[src/rtl/vrme_pkg.sv]
// Package for the version rolling midstate engine.
// Holds SHA-256 constants, round helpers and the controller state type.
// No dependencies.
package vrme_pkg;

    localparam int VARIANTS_DEF = 4;
    localparam int SLOTS = 15;
    localparam logic [3:0] NIBBLE_MASK = 4'hf;

    localparam logic ACT_LOAD    = 1'b0;
    localparam logic ACT_COMPUTE = 1'b1;

    typedef enum logic [2:0] {
        ST_IDLE,
        ST_INIT,
        ST_ROUND,
        ST_EMIT,
        ST_NEXT
    } ctrl_state_t;

    typedef struct packed {
        logic start_job;    // latch versions from the input word
        logic init_variant; // load window and working vars
        logic do_round;     // one compression round
        logic emit_word;    // output word taken, advance position
        logic next_variant;
    } dp_cmd_t;

    typedef struct packed {
        logic last_round;
        logic last_pos;
        logic last_variant;
    } dp_stat_t;

    localparam logic [31:0] INIT_H [8] = '{
        32'h6a09e667, 32'hbb67ae85, 32'h3c6ef372, 32'ha54ff53a,
        32'h510e527f, 32'h9b05688c, 32'h1f83d9ab, 32'h5be0cd19
    };

    localparam logic [31:0] ROUND_K [64] = '{
        32'h428a2f98, 32'h71374491, 32'hb5c0fbcf, 32'he9b5dba5,
        32'h3956c25b, 32'h59f111f1, 32'h923f82a4, 32'hab1c5ed5,
        32'hd807aa98, 32'h12835b01, 32'h243185be, 32'h550c7dc3,
        32'h72be5d74, 32'h80deb1fe, 32'h9bdc06a7, 32'hc19bf174,
        32'he49b69c1, 32'hefbe4786, 32'h0fc19dc6, 32'h240ca1cc,
        32'h2de92c6f, 32'h4a7484aa, 32'h5cb0a9dc, 32'h76f988da,
        32'h983e5152, 32'ha831c66d, 32'hb00327c8, 32'hbf597fc7,
        32'hc6e00bf3, 32'hd5a79147, 32'h06ca6351, 32'h14292967,
        32'h27b70a85, 32'h2e1b2138, 32'h4d2c6dfc, 32'h53380d13,
        32'h650a7354, 32'h766a0abb, 32'h81c2c92e, 32'h92722c85,
        32'ha2bfe8a1, 32'ha81a664b, 32'hc24b8b70, 32'hc76c51a3,
        32'hd192e819, 32'hd6990624, 32'hf40e3585, 32'h106aa070,
        32'h19a4c116, 32'h1e376c08, 32'h2748774c, 32'h34b0bcb5,
        32'h391c0cb3, 32'h4ed8aa4a, 32'h5b9cca4f, 32'h682e6ff3,
        32'h748f82ee, 32'h78a5636f, 32'h84c87814, 32'h8cc70208,
        32'h90befffa, 32'ha4506ceb, 32'hbef9a3f7, 32'hc67178f2
    };

    function automatic logic [31:0] rotr(input logic [31:0] x, input int n);
        rotr = (x >> n) | (x << (32 - n));
    endfunction

    function automatic logic [31:0] bswap(input logic [31:0] x);
        bswap = {x[7:0], x[15:8], x[23:16], x[31:24]};
    endfunction

endpackage

[src/rtl/vrme_if.sv]
// Valid/ready channel interfaces for the midstate engine.
// Depends on nothing.
interface vrme_in_if;
    logic        valid;
    logic        ready;
    logic        action;
    logic [3:0]  word_slot;
    logic [31:0] word_value;
    logic [31:0] ver_base;
    logic [31:0] roll_mask;
    modport source (output valid, action, word_slot, word_value, ver_base,
                    roll_mask, input ready);
    modport sink (input valid, action, word_slot, word_value, ver_base,
                  roll_mask, output ready);
endinterface

interface vrme_out_if;
    logic        valid;
    logic        ready;
    logic [1:0]  variant_number;
    logic [31:0] rolled_version;
    logic [2:0]  state_position;
    logic [31:0] state_word;
    logic        final_word;
    modport source (output valid, variant_number, rolled_version, state_position,
                    state_word, final_word, input ready);
    modport sink (input valid, variant_number, rolled_version, state_position,
                  state_word, final_word, output ready);
endinterface

[src/rtl/vrme_ctrl.sv]
// Controller state machine for the midstate engine.
// Depends on vrme_pkg.
module vrme_ctrl
(
    input  logic                  clk,
    input  logic                  rst_n,
    input  logic                  in_valid,
    input  logic                  in_action,
    output logic                  in_ready,
    output logic                  out_valid,
    input  logic                  out_ready,
    output vrme_pkg::dp_cmd_t     cmd,
    input  vrme_pkg::dp_stat_t    stat
);

    vrme_pkg::ctrl_state_t state_reg, state_next;

    always_ff @(posedge clk or negedge rst_n)
    begin
        if (!rst_n)
        begin
            state_reg <= vrme_pkg::ST_IDLE;
        end
        else
        begin
            state_reg <= state_next;
        end
    end

    always_comb
    begin
        state_next = state_reg;
        case (state_reg)
            vrme_pkg::ST_IDLE:
            begin
                if (in_valid && in_action == vrme_pkg::ACT_COMPUTE)
                begin
                    state_next = vrme_pkg::ST_INIT;
                end
            end
            vrme_pkg::ST_INIT:  state_next = vrme_pkg::ST_ROUND;
            vrme_pkg::ST_ROUND:
            begin
                if (stat.last_round)
                begin
                    state_next = vrme_pkg::ST_EMIT;
                end
            end
            vrme_pkg::ST_EMIT:
            begin
                if (out_ready && stat.last_pos)
                begin
                    state_next = stat.last_variant ? vrme_pkg::ST_IDLE : vrme_pkg::ST_NEXT;
                end
            end
            vrme_pkg::ST_NEXT:  state_next = vrme_pkg::ST_INIT;
            default:            state_next = vrme_pkg::ST_IDLE;
        endcase
    end

    always_comb
    begin
        cmd       = '0;
        in_ready  = 1'b0;
        out_valid = 1'b0;
        case (state_reg)
            vrme_pkg::ST_IDLE:
            begin
                in_ready      = 1'b1;
                cmd.start_job = in_valid && in_action == vrme_pkg::ACT_COMPUTE;
            end
            vrme_pkg::ST_INIT:  cmd.init_variant = 1'b1;
            vrme_pkg::ST_ROUND: cmd.do_round = 1'b1;
            vrme_pkg::ST_EMIT:
            begin
                out_valid     = 1'b1;
                cmd.emit_word = out_ready;
            end
            vrme_pkg::ST_NEXT:  cmd.next_variant = 1'b1;
            default:            cmd = '0;
        endcase
    end

endmodule

[src/rtl/vrme_dp.sv]
// Datapath: message store, variant versions, schedule window and rounds.
// Depends on vrme_pkg.
module vrme_dp #(
    parameter int VARIANTS = vrme_pkg::VARIANTS_DEF
)
(
    input  logic               clk,
    input  logic               rst_n,
    input  logic               rolling_en,
    input  logic               load_en,
    input  logic [3:0]         word_slot,
    input  logic [31:0]        word_value,
    input  logic [31:0]        ver_base,
    input  logic [31:0]        roll_mask,
    input  vrme_pkg::dp_cmd_t  cmd,
    output vrme_pkg::dp_stat_t stat,
    output logic [1:0]         variant_number,
    output logic [31:0]        rolled_version,
    output logic [2:0]         state_position,
    output logic [31:0]        state_word,
    output logic               final_word
);

    localparam int VW = $clog2(VARIANTS);

    logic [31:0]   msg_reg [vrme_pkg::SLOTS];
    logic [31:0]   ver_reg [VARIANTS];
    logic [31:0]   win_reg [16];
    logic [31:0]   wv_reg  [8];
    logic [5:0]    rnd_reg;
    logic [VW-1:0] var_reg;
    logic [VW-1:0] last_var_reg;
    logic [2:0]    pos_reg;

    // lowest nonzero nibble of the mask
    logic [31:0] low_nib;
    always_comb
    begin
        low_nib = {28'd0, roll_mask[31:28]};
        low_nib = low_nib << 28;
        for (int i = 6; i >= 0; i--)
        begin
            if (roll_mask[i*4 +: 4] != 4'd0)
            begin
                low_nib = ({28'd0, roll_mask[i*4 +: 4] & vrme_pkg::NIBBLE_MASK}) << (i*4);
            end
        end
    end

    always_ff @(posedge clk)
    begin
        if (load_en && word_slot != 4'hf)
        begin
            msg_reg[word_slot] <= word_value;
        end
    end

    // schedule and round logic
    logic [31:0] w, w15, w2, s0, s1, t1, t2, a, e;
    always_comb
    begin
        w15 = win_reg[1];
        w2  = win_reg[14];
        s0  = vrme_pkg::rotr(w15, 7) ^ vrme_pkg::rotr(w15, 18) ^ (w15 >> 3);
        s1  = vrme_pkg::rotr(w2, 17) ^ vrme_pkg::rotr(w2, 19) ^ (w2 >> 10);
        w   = (rnd_reg < 6'd16) ? win_reg[0] : win_reg[0] + s0 + win_reg[9] + s1;
        a   = wv_reg[0];
        e   = wv_reg[4];
        t1  = wv_reg[7] + (vrme_pkg::rotr(e, 6) ^ vrme_pkg::rotr(e, 11) ^ vrme_pkg::rotr(e, 25))
            + ((e & wv_reg[5]) ^ (~e & wv_reg[6])) + vrme_pkg::ROUND_K[rnd_reg] + w;
        t2  = (vrme_pkg::rotr(a, 2) ^ vrme_pkg::rotr(a, 13) ^ vrme_pkg::rotr(a, 22))
            + ((a & wv_reg[1]) ^ (a & wv_reg[2]) ^ (wv_reg[1] & wv_reg[2]));
    end

    always_ff @(posedge clk or negedge rst_n)
    begin
        if (!rst_n)
        begin
            rnd_reg      <= '0;
            var_reg      <= '0;
            last_var_reg <= '0;
            pos_reg      <= '0;
            for (int i = 0; i < VARIANTS; i++) ver_reg[i] <= '0;
            for (int i = 0; i < 16; i++) win_reg[i] <= '0;
            for (int i = 0; i < 8; i++) wv_reg[i] <= '0;
        end
        else
        begin
            if (cmd.start_job)
            begin
                ver_reg[0] <= ver_base;
                var_reg    <= '0;
                if (rolling_en && roll_mask != 32'd0)
                begin
                    ver_reg[1]   <= ver_base | low_nib;
                    ver_reg[2]   <= ver_base | (roll_mask - low_nib);
                    ver_reg[3]   <= ver_base | roll_mask;
                    last_var_reg <= VW'(VARIANTS - 1);
                end
                else
                begin
                    last_var_reg <= '0;
                end
            end
            if (cmd.init_variant)
            begin
                win_reg[0] <= vrme_pkg::bswap(ver_reg[var_reg]);
                for (int i = 0; i < vrme_pkg::SLOTS; i++) win_reg[i+1] <= msg_reg[i];
                for (int i = 0; i < 8; i++) wv_reg[i] <= vrme_pkg::INIT_H[i];
                rnd_reg <= '0;
                pos_reg <= '0;
            end
            if (cmd.do_round)
            begin
                // rotate the window so the current word is always at slot 0
                for (int i = 0; i < 15; i++) win_reg[i] <= win_reg[i+1];
                win_reg[15] <= w;
                rnd_reg     <= rnd_reg + 6'd1;
                if (rnd_reg == 6'd63)
                begin
                    // last round: fold in the initial value
                    wv_reg[0] <= vrme_pkg::INIT_H[0] + t1 + t2;
                    wv_reg[1] <= vrme_pkg::INIT_H[1] + wv_reg[0];
                    wv_reg[2] <= vrme_pkg::INIT_H[2] + wv_reg[1];
                    wv_reg[3] <= vrme_pkg::INIT_H[3] + wv_reg[2];
                    wv_reg[4] <= vrme_pkg::INIT_H[4] + wv_reg[3] + t1;
                    wv_reg[5] <= vrme_pkg::INIT_H[5] + wv_reg[4];
                    wv_reg[6] <= vrme_pkg::INIT_H[6] + wv_reg[5];
                    wv_reg[7] <= vrme_pkg::INIT_H[7] + wv_reg[6];
                end
                else
                begin
                    wv_reg[7] <= wv_reg[6];
                    wv_reg[6] <= wv_reg[5];
                    wv_reg[5] <= wv_reg[4];
                    wv_reg[4] <= wv_reg[3] + t1;
                    wv_reg[3] <= wv_reg[2];
                    wv_reg[2] <= wv_reg[1];
                    wv_reg[1] <= wv_reg[0];
                    wv_reg[0] <= t1 + t2;
                end
            end
            if (cmd.emit_word)
            begin
                pos_reg <= pos_reg + 3'd1;
            end
            if (cmd.next_variant)
            begin
                var_reg <= var_reg + VW'(1);
            end
        end
    end

    // last_round, last_pos, last_variant
    assign stat = {rnd_reg == 6'd63, pos_reg == 3'd7, var_reg == last_var_reg};

    assign variant_number = 2'(var_reg);
    assign rolled_version = ver_reg[var_reg];
    assign state_position = pos_reg;
    assign state_word     = wv_reg[pos_reg];
    assign final_word     = stat.last_pos && stat.last_variant;

endmodule

[src/rtl/version_rolling_midstate_engine_unit.sv]
// Top level of the version rolling SHA-256 midstate engine.
// Depends on vrme_pkg, vrme_if, vrme_ctrl and vrme_dp.
//
// Usage: the input channel takes words of two kinds. A load word (action 0)
// writes one of the 15 header message words into the store; slot 15 is
// dropped. A compute word (action 1) forms one version, or four when rolling
// is enabled and the mask is nonzero, and for each runs one SHA-256
// compression: a setup step, 64 rounds, 8 output words and a step between
// variants. The single shared round unit handles the variants in turn. Input
// ready is low for the whole job. Output words are presented from the result
// registers; a receiver stall holds the current word until taken. Reset
// clears the controller and the working registers; the message store must be
// loaded before a compute. The rolling enable is written through
// cfg_we/cfg_data; the user must write it only while the block is idle, as
// the block itself does not enforce this.
module version_rolling_midstate_engine_unit #(
    parameter int VARIANTS = vrme_pkg::VARIANTS_DEF
)
(
    input  logic        clk,
    input  logic        rst_n,
    input  logic        cfg_we,
    input  logic        cfg_data,
    vrme_in_if.sink     in_ch,
    vrme_out_if.source  out_ch
);

    logic               mode_reg;
    vrme_pkg::dp_cmd_t  cmd;
    vrme_pkg::dp_stat_t stat;

    always_ff @(posedge clk or negedge rst_n)
    begin
        if (!rst_n)
        begin
            mode_reg <= 1'b0;
        end
        else if (cfg_we)
        begin
            mode_reg <= cfg_data;
        end
    end

    vrme_ctrl u_ctrl (
        .clk       (clk),
        .rst_n     (rst_n),
        .in_valid  (in_ch.valid),
        .in_action (in_ch.action),
        .in_ready  (in_ch.ready),
        .out_valid (out_ch.valid),
        .out_ready (out_ch.ready),
        .cmd       (cmd),
        .stat      (stat)
    );

    vrme_dp #(.VARIANTS(VARIANTS)) u_dp (
        .clk            (clk),
        .rst_n          (rst_n),
        .rolling_en     (mode_reg),
        .load_en        (in_ch.valid && in_ch.ready && in_ch.action == vrme_pkg::ACT_LOAD),
        .word_slot      (in_ch.word_slot),
        .word_value     (in_ch.word_value),
        .ver_base       (in_ch.ver_base),
        .roll_mask      (in_ch.roll_mask),
        .cmd            (cmd),
        .stat           (stat),
        .variant_number (out_ch.variant_number),
        .rolled_version (out_ch.rolled_version),
        .state_position (out_ch.state_position),
        .state_word     (out_ch.state_word),
        .final_word     (out_ch.final_word)
    );

endmodule
[src/flat_wrapper.sv]
// flat-port wrapper written by rule: the top's interface ports become plain ports
module version_rolling_midstate_engine_unit_flat 
#(
    parameter int VARIANTS = vrme_pkg::VARIANTS_DEF
)
  (clk, rst_n, cfg_we, cfg_data, in_ch_valid, in_ch_action, in_ch_word_slot, in_ch_word_value, in_ch_ver_base, in_ch_roll_mask, in_ch_ready, out_ch_valid, out_ch_variant_number, out_ch_rolled_version, out_ch_state_position, out_ch_state_word, out_ch_final_word, out_ch_ready);
  vrme_in_if in_ch_i ();
  vrme_out_if out_ch_i ();
  input  logic clk;
  input  logic rst_n;
  input  logic cfg_we;
  input  logic cfg_data;
  input wire logic [$bits(in_ch_i.valid)-1:0] in_ch_valid;
  input wire logic [$bits(in_ch_i.action)-1:0] in_ch_action;
  input wire logic [$bits(in_ch_i.word_slot)-1:0] in_ch_word_slot;
  input wire logic [$bits(in_ch_i.word_value)-1:0] in_ch_word_value;
  input wire logic [$bits(in_ch_i.ver_base)-1:0] in_ch_ver_base;
  input wire logic [$bits(in_ch_i.roll_mask)-1:0] in_ch_roll_mask;
  output wire logic [$bits(in_ch_i.ready)-1:0] in_ch_ready;
  output wire logic [$bits(out_ch_i.valid)-1:0] out_ch_valid;
  output wire logic [$bits(out_ch_i.variant_number)-1:0] out_ch_variant_number;
  output wire logic [$bits(out_ch_i.rolled_version)-1:0] out_ch_rolled_version;
  output wire logic [$bits(out_ch_i.state_position)-1:0] out_ch_state_position;
  output wire logic [$bits(out_ch_i.state_word)-1:0] out_ch_state_word;
  output wire logic [$bits(out_ch_i.final_word)-1:0] out_ch_final_word;
  input wire logic [$bits(out_ch_i.ready)-1:0] out_ch_ready;
  assign in_ch_i.valid = in_ch_valid;
  assign in_ch_i.action = in_ch_action;
  assign in_ch_i.word_slot = in_ch_word_slot;
  assign in_ch_i.word_value = in_ch_word_value;
  assign in_ch_i.ver_base = in_ch_ver_base;
  assign in_ch_i.roll_mask = in_ch_roll_mask;
  assign in_ch_ready = in_ch_i.ready;
  assign out_ch_valid = out_ch_i.valid;
  assign out_ch_variant_number = out_ch_i.variant_number;
  assign out_ch_rolled_version = out_ch_i.rolled_version;
  assign out_ch_state_position = out_ch_i.state_position;
  assign out_ch_state_word = out_ch_i.state_word;
  assign out_ch_final_word = out_ch_i.final_word;
  assign out_ch_i.ready = out_ch_ready;
  version_rolling_midstate_engine_unit #(.VARIANTS(VARIANTS)) u_core (.clk(clk), .rst_n(rst_n), .cfg_we(cfg_we), .cfg_data(cfg_data), .in_ch(in_ch_i), .out_ch(out_ch_i));
endmodule
[config.mk]
export PLATFORM = sky130hd
export DESIGN_NAME = version_rolling_midstate_engine_unit_flat
export DESIGN_NICKNAME = d
export VERILOG_FILES = /design/src/rtl/vrme_pkg.sv /design/src/rtl/vrme_if.sv /design/src/rtl/vrme_ctrl.sv /design/src/rtl/vrme_dp.sv /design/src/rtl/version_rolling_midstate_engine_unit.sv /design/src/flat_wrapper.sv
export SDC_FILE = /design/constraint.sdc
export NUM_CORES = 2
export LEC_CHECK = 0
export BUFFER_PORTS_ARGS = -buffer_cell sky130_fd_sc_hd__buf_2
export CAP_MARGIN = 20
export CORE_AREA = 2 2 562 424
export CTS_CLUSTER_SIZE = 12
export DETAILED_ROUTE_END_ITERATION = 10
export DIE_AREA = 0 0 564 426
export PLACE_DENSITY = 0.49
export SETUP_SLACK_MARGIN = 0.3
export SLEW_MARGIN = 20
export SYNTH_ARGS = -nofsm -noshare
export SYNTH_HDL_FRONTEND = slang
export SYNTH_SLANG_ARGS = --single-unit
[constraint.sdc]
create_clock -name clk -period 9.6 [get_ports clk]
set_clock_uncertainty 0.15 [all_clocks]
set_input_delay 0.48 -clock clk [delete_from_list [all_inputs] [get_ports clk]]
set_output_delay 0.48 -clock clk [all_outputs]
set_load 0.05 [all_outputs]
======== After elaboration in Yosys (flattened, before gate mapping) ========
Memories as Yosys holds them, arrays and structs flattened.
Cells that the tools add are included.
Widths: inputs -> output; s select.
storage, ports and cells
  input bits .............................. 107
  memories kept ........................... 2
  flip-flop bits (word level) ............. 913
  bits in latches ......................... 0
  memory bits (writable) .................. 480
  memory bits (read-only) ................. 2048
cells by class
  order comparisons ....................... 4
  multiply operators ...................... 0
  reduce and logical (&&, ||, !) cells .... 21
  equality and inequality tests ........... 11
  divide/modulo/power cells ............... 0
  shifts and indexed selects .............. 0
  mux-type cells .......................... 42
  add/sub/neg operators ................... 24
  bitwise logic cells ..................... 34
memory list
  name                 depth  bits a word  rd ports  clocked after Yosys merged registers in  write ports  RTL line       source
  (name not given)     64     32           1         0                                        0            vrme_dp.sv:70  + ((e & wv_reg[5]) ^ (~e & wv_reg[6])) + vrme_pkg::ROUND_K[rnd_reg] + w;
  u_core.u_dp.msg_reg  15     32           15        0                                        1            vrme_dp.sv:26  logic [31:0] msg_reg [vrme_pkg::SLOTS];
operators by type and width
  kind                    count
  $mux 512                2
  $mux 256                3
  $mux 32                 14
  $add 32x32->32          12
  $xor 32x32->32          9
  $and 32x32->32          5
  $add 31x32->32 const A  3
  $add 32x32->32 const A  3
  $bmux 32 s3             1
  $or 32x32->32           3
  $bmux 32 s2             1
  $add 29x32->32 const A  1
  $add 30x32->32 const A  1
  $not 32->32             1
  $or 10x32->32           1
  $or 13x32->32           1
  $or 14x32->32           1
  $or 15x32->32           1
  $or 19x32->32           1
  $or 21x32->32           1
  $or 25x32->32           1
  $or 26x32->32           1
  $or 30x32->32           1
  $or 7x32->32            1
  34 further kinds        67

======== Logic depth before layout (Yosys ltp) ========
  depth after elaboration ................. 12
  gate-level depth with buffers ........... 49

======== Cells and area by module ========
A second synthesis with hierarchy kept.
second synthesis, totals
  cell total of the unflattened synthesis .. 8079
  area total of the unflattened synthesis .. 82475.4 um^2
by module, submodules not included
  module                                sequential area each (um^2)  cells an instance  area an instance (um^2)  instances
  vrme_dp                               37135.6                      8055               82215.1                  1
  vrme_ctrl                             75.1                         21                 211.5                    1
  version_rolling_midstate_engine_unit  25.0                         3                  48.8                     1

======== Worst setup path after synthesis ========
OpenSTA, ideal clock, no wires.
  kind .................................... register -> register
  from .................................... register u_core.u_dp.win_reg (netlist bit u_core.u_dp.w15[8])
  to ...................................... register u_core.u_dp.wv_reg (netlist bit u_core.u_dp.a[31])
  data arrival time ....................... 9989 ps
  period minus slack after synthesis ...... 10260 ps
  library setup time ...................... 121 ps
  data required time ...................... 9329 ps
  setup slack ............................. -660 ps
  path buffers ............................ 1
  stages on the path, launching flop included .. 46
  path through ............................ dfrtp_1 -> clkbuf_1 -> xor2_1 -> xnor2_1 -> fa_1 -> fa_1 -> inv_1 -> ha_1 -> fa_1 -> a211o_1 -> o211ai_2 -> a31oi_1 -> o21ai_0 -> nand2b_1 -> a21o_1 -> a21oi_1 -> xor2_1 -> nor2_1 -> (+10 left out) -> o311ai_1 -> a21o_1 -> a21oi_1 -> o21bai_1 -> a21oi_1 -> xnor2_1 -> ha_1 -> ha_1 -> nand3_1 -> nor2_1 -> a221o_1 -> a211o_1 -> o211ai_1 -> a31oi_1 -> mux2i_1 -> a211oi_1 -> xnor3_1 -> a22o_1
between the ends
  longest elaborated chain between the ends .. 12
  elaborated cells between the ends (all ways) .. 14
RTL lines
  element                                         RTL line        source
  start: declaration                              vrme_dp.sv:28   logic [31:0] win_reg [16];
  $or 25x32->32 or $or 14x32->32 (tied branches)  vrme_pkg.sv:60  rotr = (x >> n) | (x << (32 - n));
  $xor 32x32->32                                  vrme_dp.sv:64   s0 = vrme_pkg::rotr(w15, 7) ^ vrme_pkg::rotr(w15, 18) ^ (w15 >> 3);
  $xor 32x29->32 (*)                              vrme_dp.sv:64
  $add 32x32->32 (*) (3 in series)                vrme_dp.sv:66   w = (rnd_reg < 6'd16) ? win_reg[0] : win_reg[0] + s0 + win_reg[9] + s1;
  $mux 32 (*)                                     vrme_dp.sv:66
  $add 32x32->32 (*)                              vrme_dp.sv:70
  $add 31x32->32                                  vrme_dp.sv:122  wv_reg[0] <= vrme_pkg::INIT_H[0] + t1 + t2;
  $add 32x32->32                                  vrme_dp.sv:122
  $mux 256 (*)                                    vrme_dp.sv:119  if (rnd_reg == 6'd63)
  $mux 256 (*)                                    vrme_dp.sv:113  if (cmd.do_round)
  end: declaration                                vrme_dp.sv:29   logic [31:0] wv_reg [8];
Mark *: on every way between the ends. The rest lies on a longest branch, timed or not.
A chain may end at the register's enable or synchronous reset.

======== Final worst setup path ========
  from .................................... register u_core.u_dp.win_reg (netlist bit u_core.u_dp.w15[19])
  to ...................................... register u_core.u_dp.wv_reg (netlist bit u_core.u_dp.a[31])
between the ends
  longest elaborated chain between the ends .. 12
  elaborated cells between the ends (all ways) .. 14
RTL lines
  element                                         RTL line
  $or 14x32->32 or $or 25x32->32 (tied branches)  vrme_pkg.sv:60
  $xor 32x32->32                                  vrme_dp.sv:64
  $xor 32x29->32 (*)                              vrme_dp.sv:64
  $add 32x32->32 (*) (3 in series)                vrme_dp.sv:66
  $mux 32 (*)                                     vrme_dp.sv:66
  $add 32x32->32 (*)                              vrme_dp.sv:70
  $add 31x32->32                                  vrme_dp.sv:122
  $add 32x32->32                                  vrme_dp.sv:122
  $mux 256 (*)                                    vrme_dp.sv:119
  $mux 256 (*)                                    vrme_dp.sv:113
Marks and branches as above.

==> out/metrics.csv <==
stage;metric;value;unit
setup_path;path_depth;46;
sta;fin_ws;-518;ps
outcome;status;finished with violations;
placement;placement.io_buffers;178;
setup_path;endpoint_kind;flop;
die;die_h;426;um
sta;final-hold-violation-count;0;
final_layout;layout.nets;9997;
setup_path;crit_family;compound AO/OA/AOI/OAI gates;
synth;synth_edf_count;480;
detailed_routing;vias_per_cell;5.43;
global_route;overflow;0;
sta;fin_setup_tns;-2790;ps
setup_path;worstSetupPathType;flop to flop;
sta;whs;35.8;ps
sta;slew-limit-headroom;0.126;
global_route;grt_max_degree;215;
setup_path;critPathBufInv;4;
sta;worstMarginPinSlew;1300;ps
die;fp.dieW;564;um
hold_path;hold_depth;1;
placement;gp_congestion;0.987;
final_layout;area_growth;20.8;%
flow_run;drv_cap;0;
synth;ys_seq_area_frac;0.454;
synth;synthDistinctLibCells;94;
global_route;grt_pass1_wl;451000;um
detailed_routing;route.detailed.drc;0;
synth;synthesis.area;81900;um^2
sta;drv_slew;0;
synth;ys_ff_latch;1391;
final_layout;layout_commonest_cell;nand2_1;
die;fp.coreArea;234000;um^2
setup_path;crit_required;10150;ps
clock_network;clkLatencyLatePin;830;ps
setup_path;cp-start-kind;flop;
clock_network;root_buffer;clkbuf_16;
clock_network;cts_sinks;1391;
clock_network;cts_buffers;158;
setup_path;worst-path-max-fanout;3;
die;placementRows;154;
final_layout;final_util;0.422;
clock_network;clk_pin_slew;60;ps
synth;async_flop_share;0.655;
hold_path;hold_class;input pin to flop;
setup_path;worstReg2RegEnd;u_core.u_dp.a[31];
detailed_routing;wl;305000;um
global_route;grt_usage;0.252;
detailed_routing;vias;68600;
setup_path;crit_end;u_core.u_dp.a[31];
sta;setup_viol;15;
sta;grt_setup_unrepaired;yes;
detailed_routing;drtPass1Iterations;5;
sta;period_minus_slack;10120;ps
detailed_routing;first_iter_violations;7114;
setup_path;worst_path_max_delay_cell;fa_1;
synth;synth.avg_cell_area;9.43;um^2
setup_path;arrival;10660;ps
setup_path;cpPeakStageDelay;510;ps
setup_path;crit_path_frequent_cell;fa_1;
final_layout;layout_common_cells;nand2_1, nor2_1, dfrtp_1;
die;die_area;240000;um^2
clock_network;cts_max_level;4;
clock_network;max-clock-path-buffers;3;
final_layout;largest_reg_flops;480;
hold_path;min_from;in_ch_word_value[4];
sta;fin_crit_sh;1.05;
placement;dp.final_hpwl;216000;um
synth;synthFlopType;dfrtp_1;
clock_network;cts_tree;built;
synth;yosys_warnings;0;
global_route;grt_pass1_vias;66500;
setup_path;reg2reg_from;u_core.u_dp.w15[19];
detailed_routing;post_drt_wl_per_cell;24.1;um
setup_path;r2r_cells;46;
outcome;violations;setup timing;
setup_path;critPathLaunch;u_core.u_dp.w15[19];
final_layout;drive_gt1_frac;0.177;
synth;syn_inst;8685;
sta;fmax;98.8;MHz
detailed_routing;ant_nets;0;
die;start_util;0.350;
die;io_pins;179;
setup_path;rrSetupSlack;-520;ps
global_route;antenna_found_initial;18;
==> cells in the mapped netlist, types with 31 or more instances <==
cell type | number | area, um^2
o22ai_1 | 38 | 238
maj3_1 | 32 | 320
dfrtp_1 | 911 | 22800
a22oi_1 | 39 | 293
clkbuf_1 | 509 | 1910
a31oi_1 | 544 | 3400
edfxtp_1 | 480 | 14400
o21ai_0 | 379 | 1900
mux4_2 | 101 | 2270
buf_1 | 47 | 176
nand3_1 | 88 | 440
mux2i_1 | 34 | 340
nor3_1 | 83 | 415
o21a_1 | 34 | 255
nor2_1 | 943 | 3540
or3_1 | 35 | 219
xnor2_1 | 429 | 3760
a21o_1 | 92 | 691
fa_1 | 188 | 3760
a21oi_1 | 460 | 2300
inv_1 | 488 | 1830
mux2_2 | 51 | 574
xor2_1 | 212 | 1860
ha_1 | 312 | 3900
a211oi_1 | 57 | 428
nand2b_1 | 47 | 294
o21bai_1 | 31 | 233
nand2_1 | 1569 | 5890
==> how the worst min path moves through the flow <==
stage / endpoint
floorplan: u_core.mode_reg
global placement: u_core.u_dp.ver_reg[15]
detailed placement: u_core.u_dp.ver_reg[37]
CTS: u_core.u_dp.msg_reg[2][9]
global route: u_core.u_dp.msg_reg[12][4]
finish: u_core.u_dp.msg_reg[4][4]
==> cells by family (layout without fill, tap and decap cells) <==
logic type | Yosys count | count (layout) | share of synthesized area
fa+ha+maj | 532 | 532 | 0.0975
flops | 1391 | 1391 | 0.454
buf+inv | 1064 | 1895 | 0.0490
other cells | 1 | 8 | 0.0000458
simple gates | 2934 | 2934 | 0.146
xor+xnor | 644 | 644 | 0.0692
compound gates | 1932 | 1932 | 0.145
mux | 187 | 187 | 0.0393
==> through the flow <==
stage | instances | area (um^2) | setup WS [ps]
final | 12600 | 98900 | -518
after global routing | 12600 | 98900 | -922
after CTS | 12600 | 98300 | -417
after detailed placement | 12200 | 91000 | -778
after global placement | 12200 | 91000 | -784
after floorplan | 8686 | 82000 | -0.0355
==> what timing repair did <==
item / CTS / global route
pin swaps: 114 / 95
endpoints found under the setup margin: 33 / 36
hold endpoints to repair: 550 / 0
setup buffers: 33 / 17
cloned: 0 / 0
gates resized for setup: 198 / 115
hold buffers: 96 / 0
==> area by class of cell <==
type / count / area, um^2
inverters: 494 / 1860
fillers: 23100 / 135000
multi-input cells: 6231 / 42300
clock buffers: 246 / 4560
repair buffers: 1114 / 8530
diodes: 6 / 15.0
flip-flops and latches: 1391 / 37200
well taps: 3120 / 3900
clock inverters: 41 / 553
==> routing by layer <==
metal / part of all wire / up-vias / track usage
li1: - / 31200 / -
met1: 0.50 / 34600 / 0.396
met2: 0.40 / 2442 / 0.346
met3: 0.084 / 295 / 0.0596
met4: 0.017 / 8 / 0.0450
met5: 0.00017 / - / 0
Power is not shown: default switching activity piles up to over one toggle a cycle in this logic, so the estimate is an artifact.
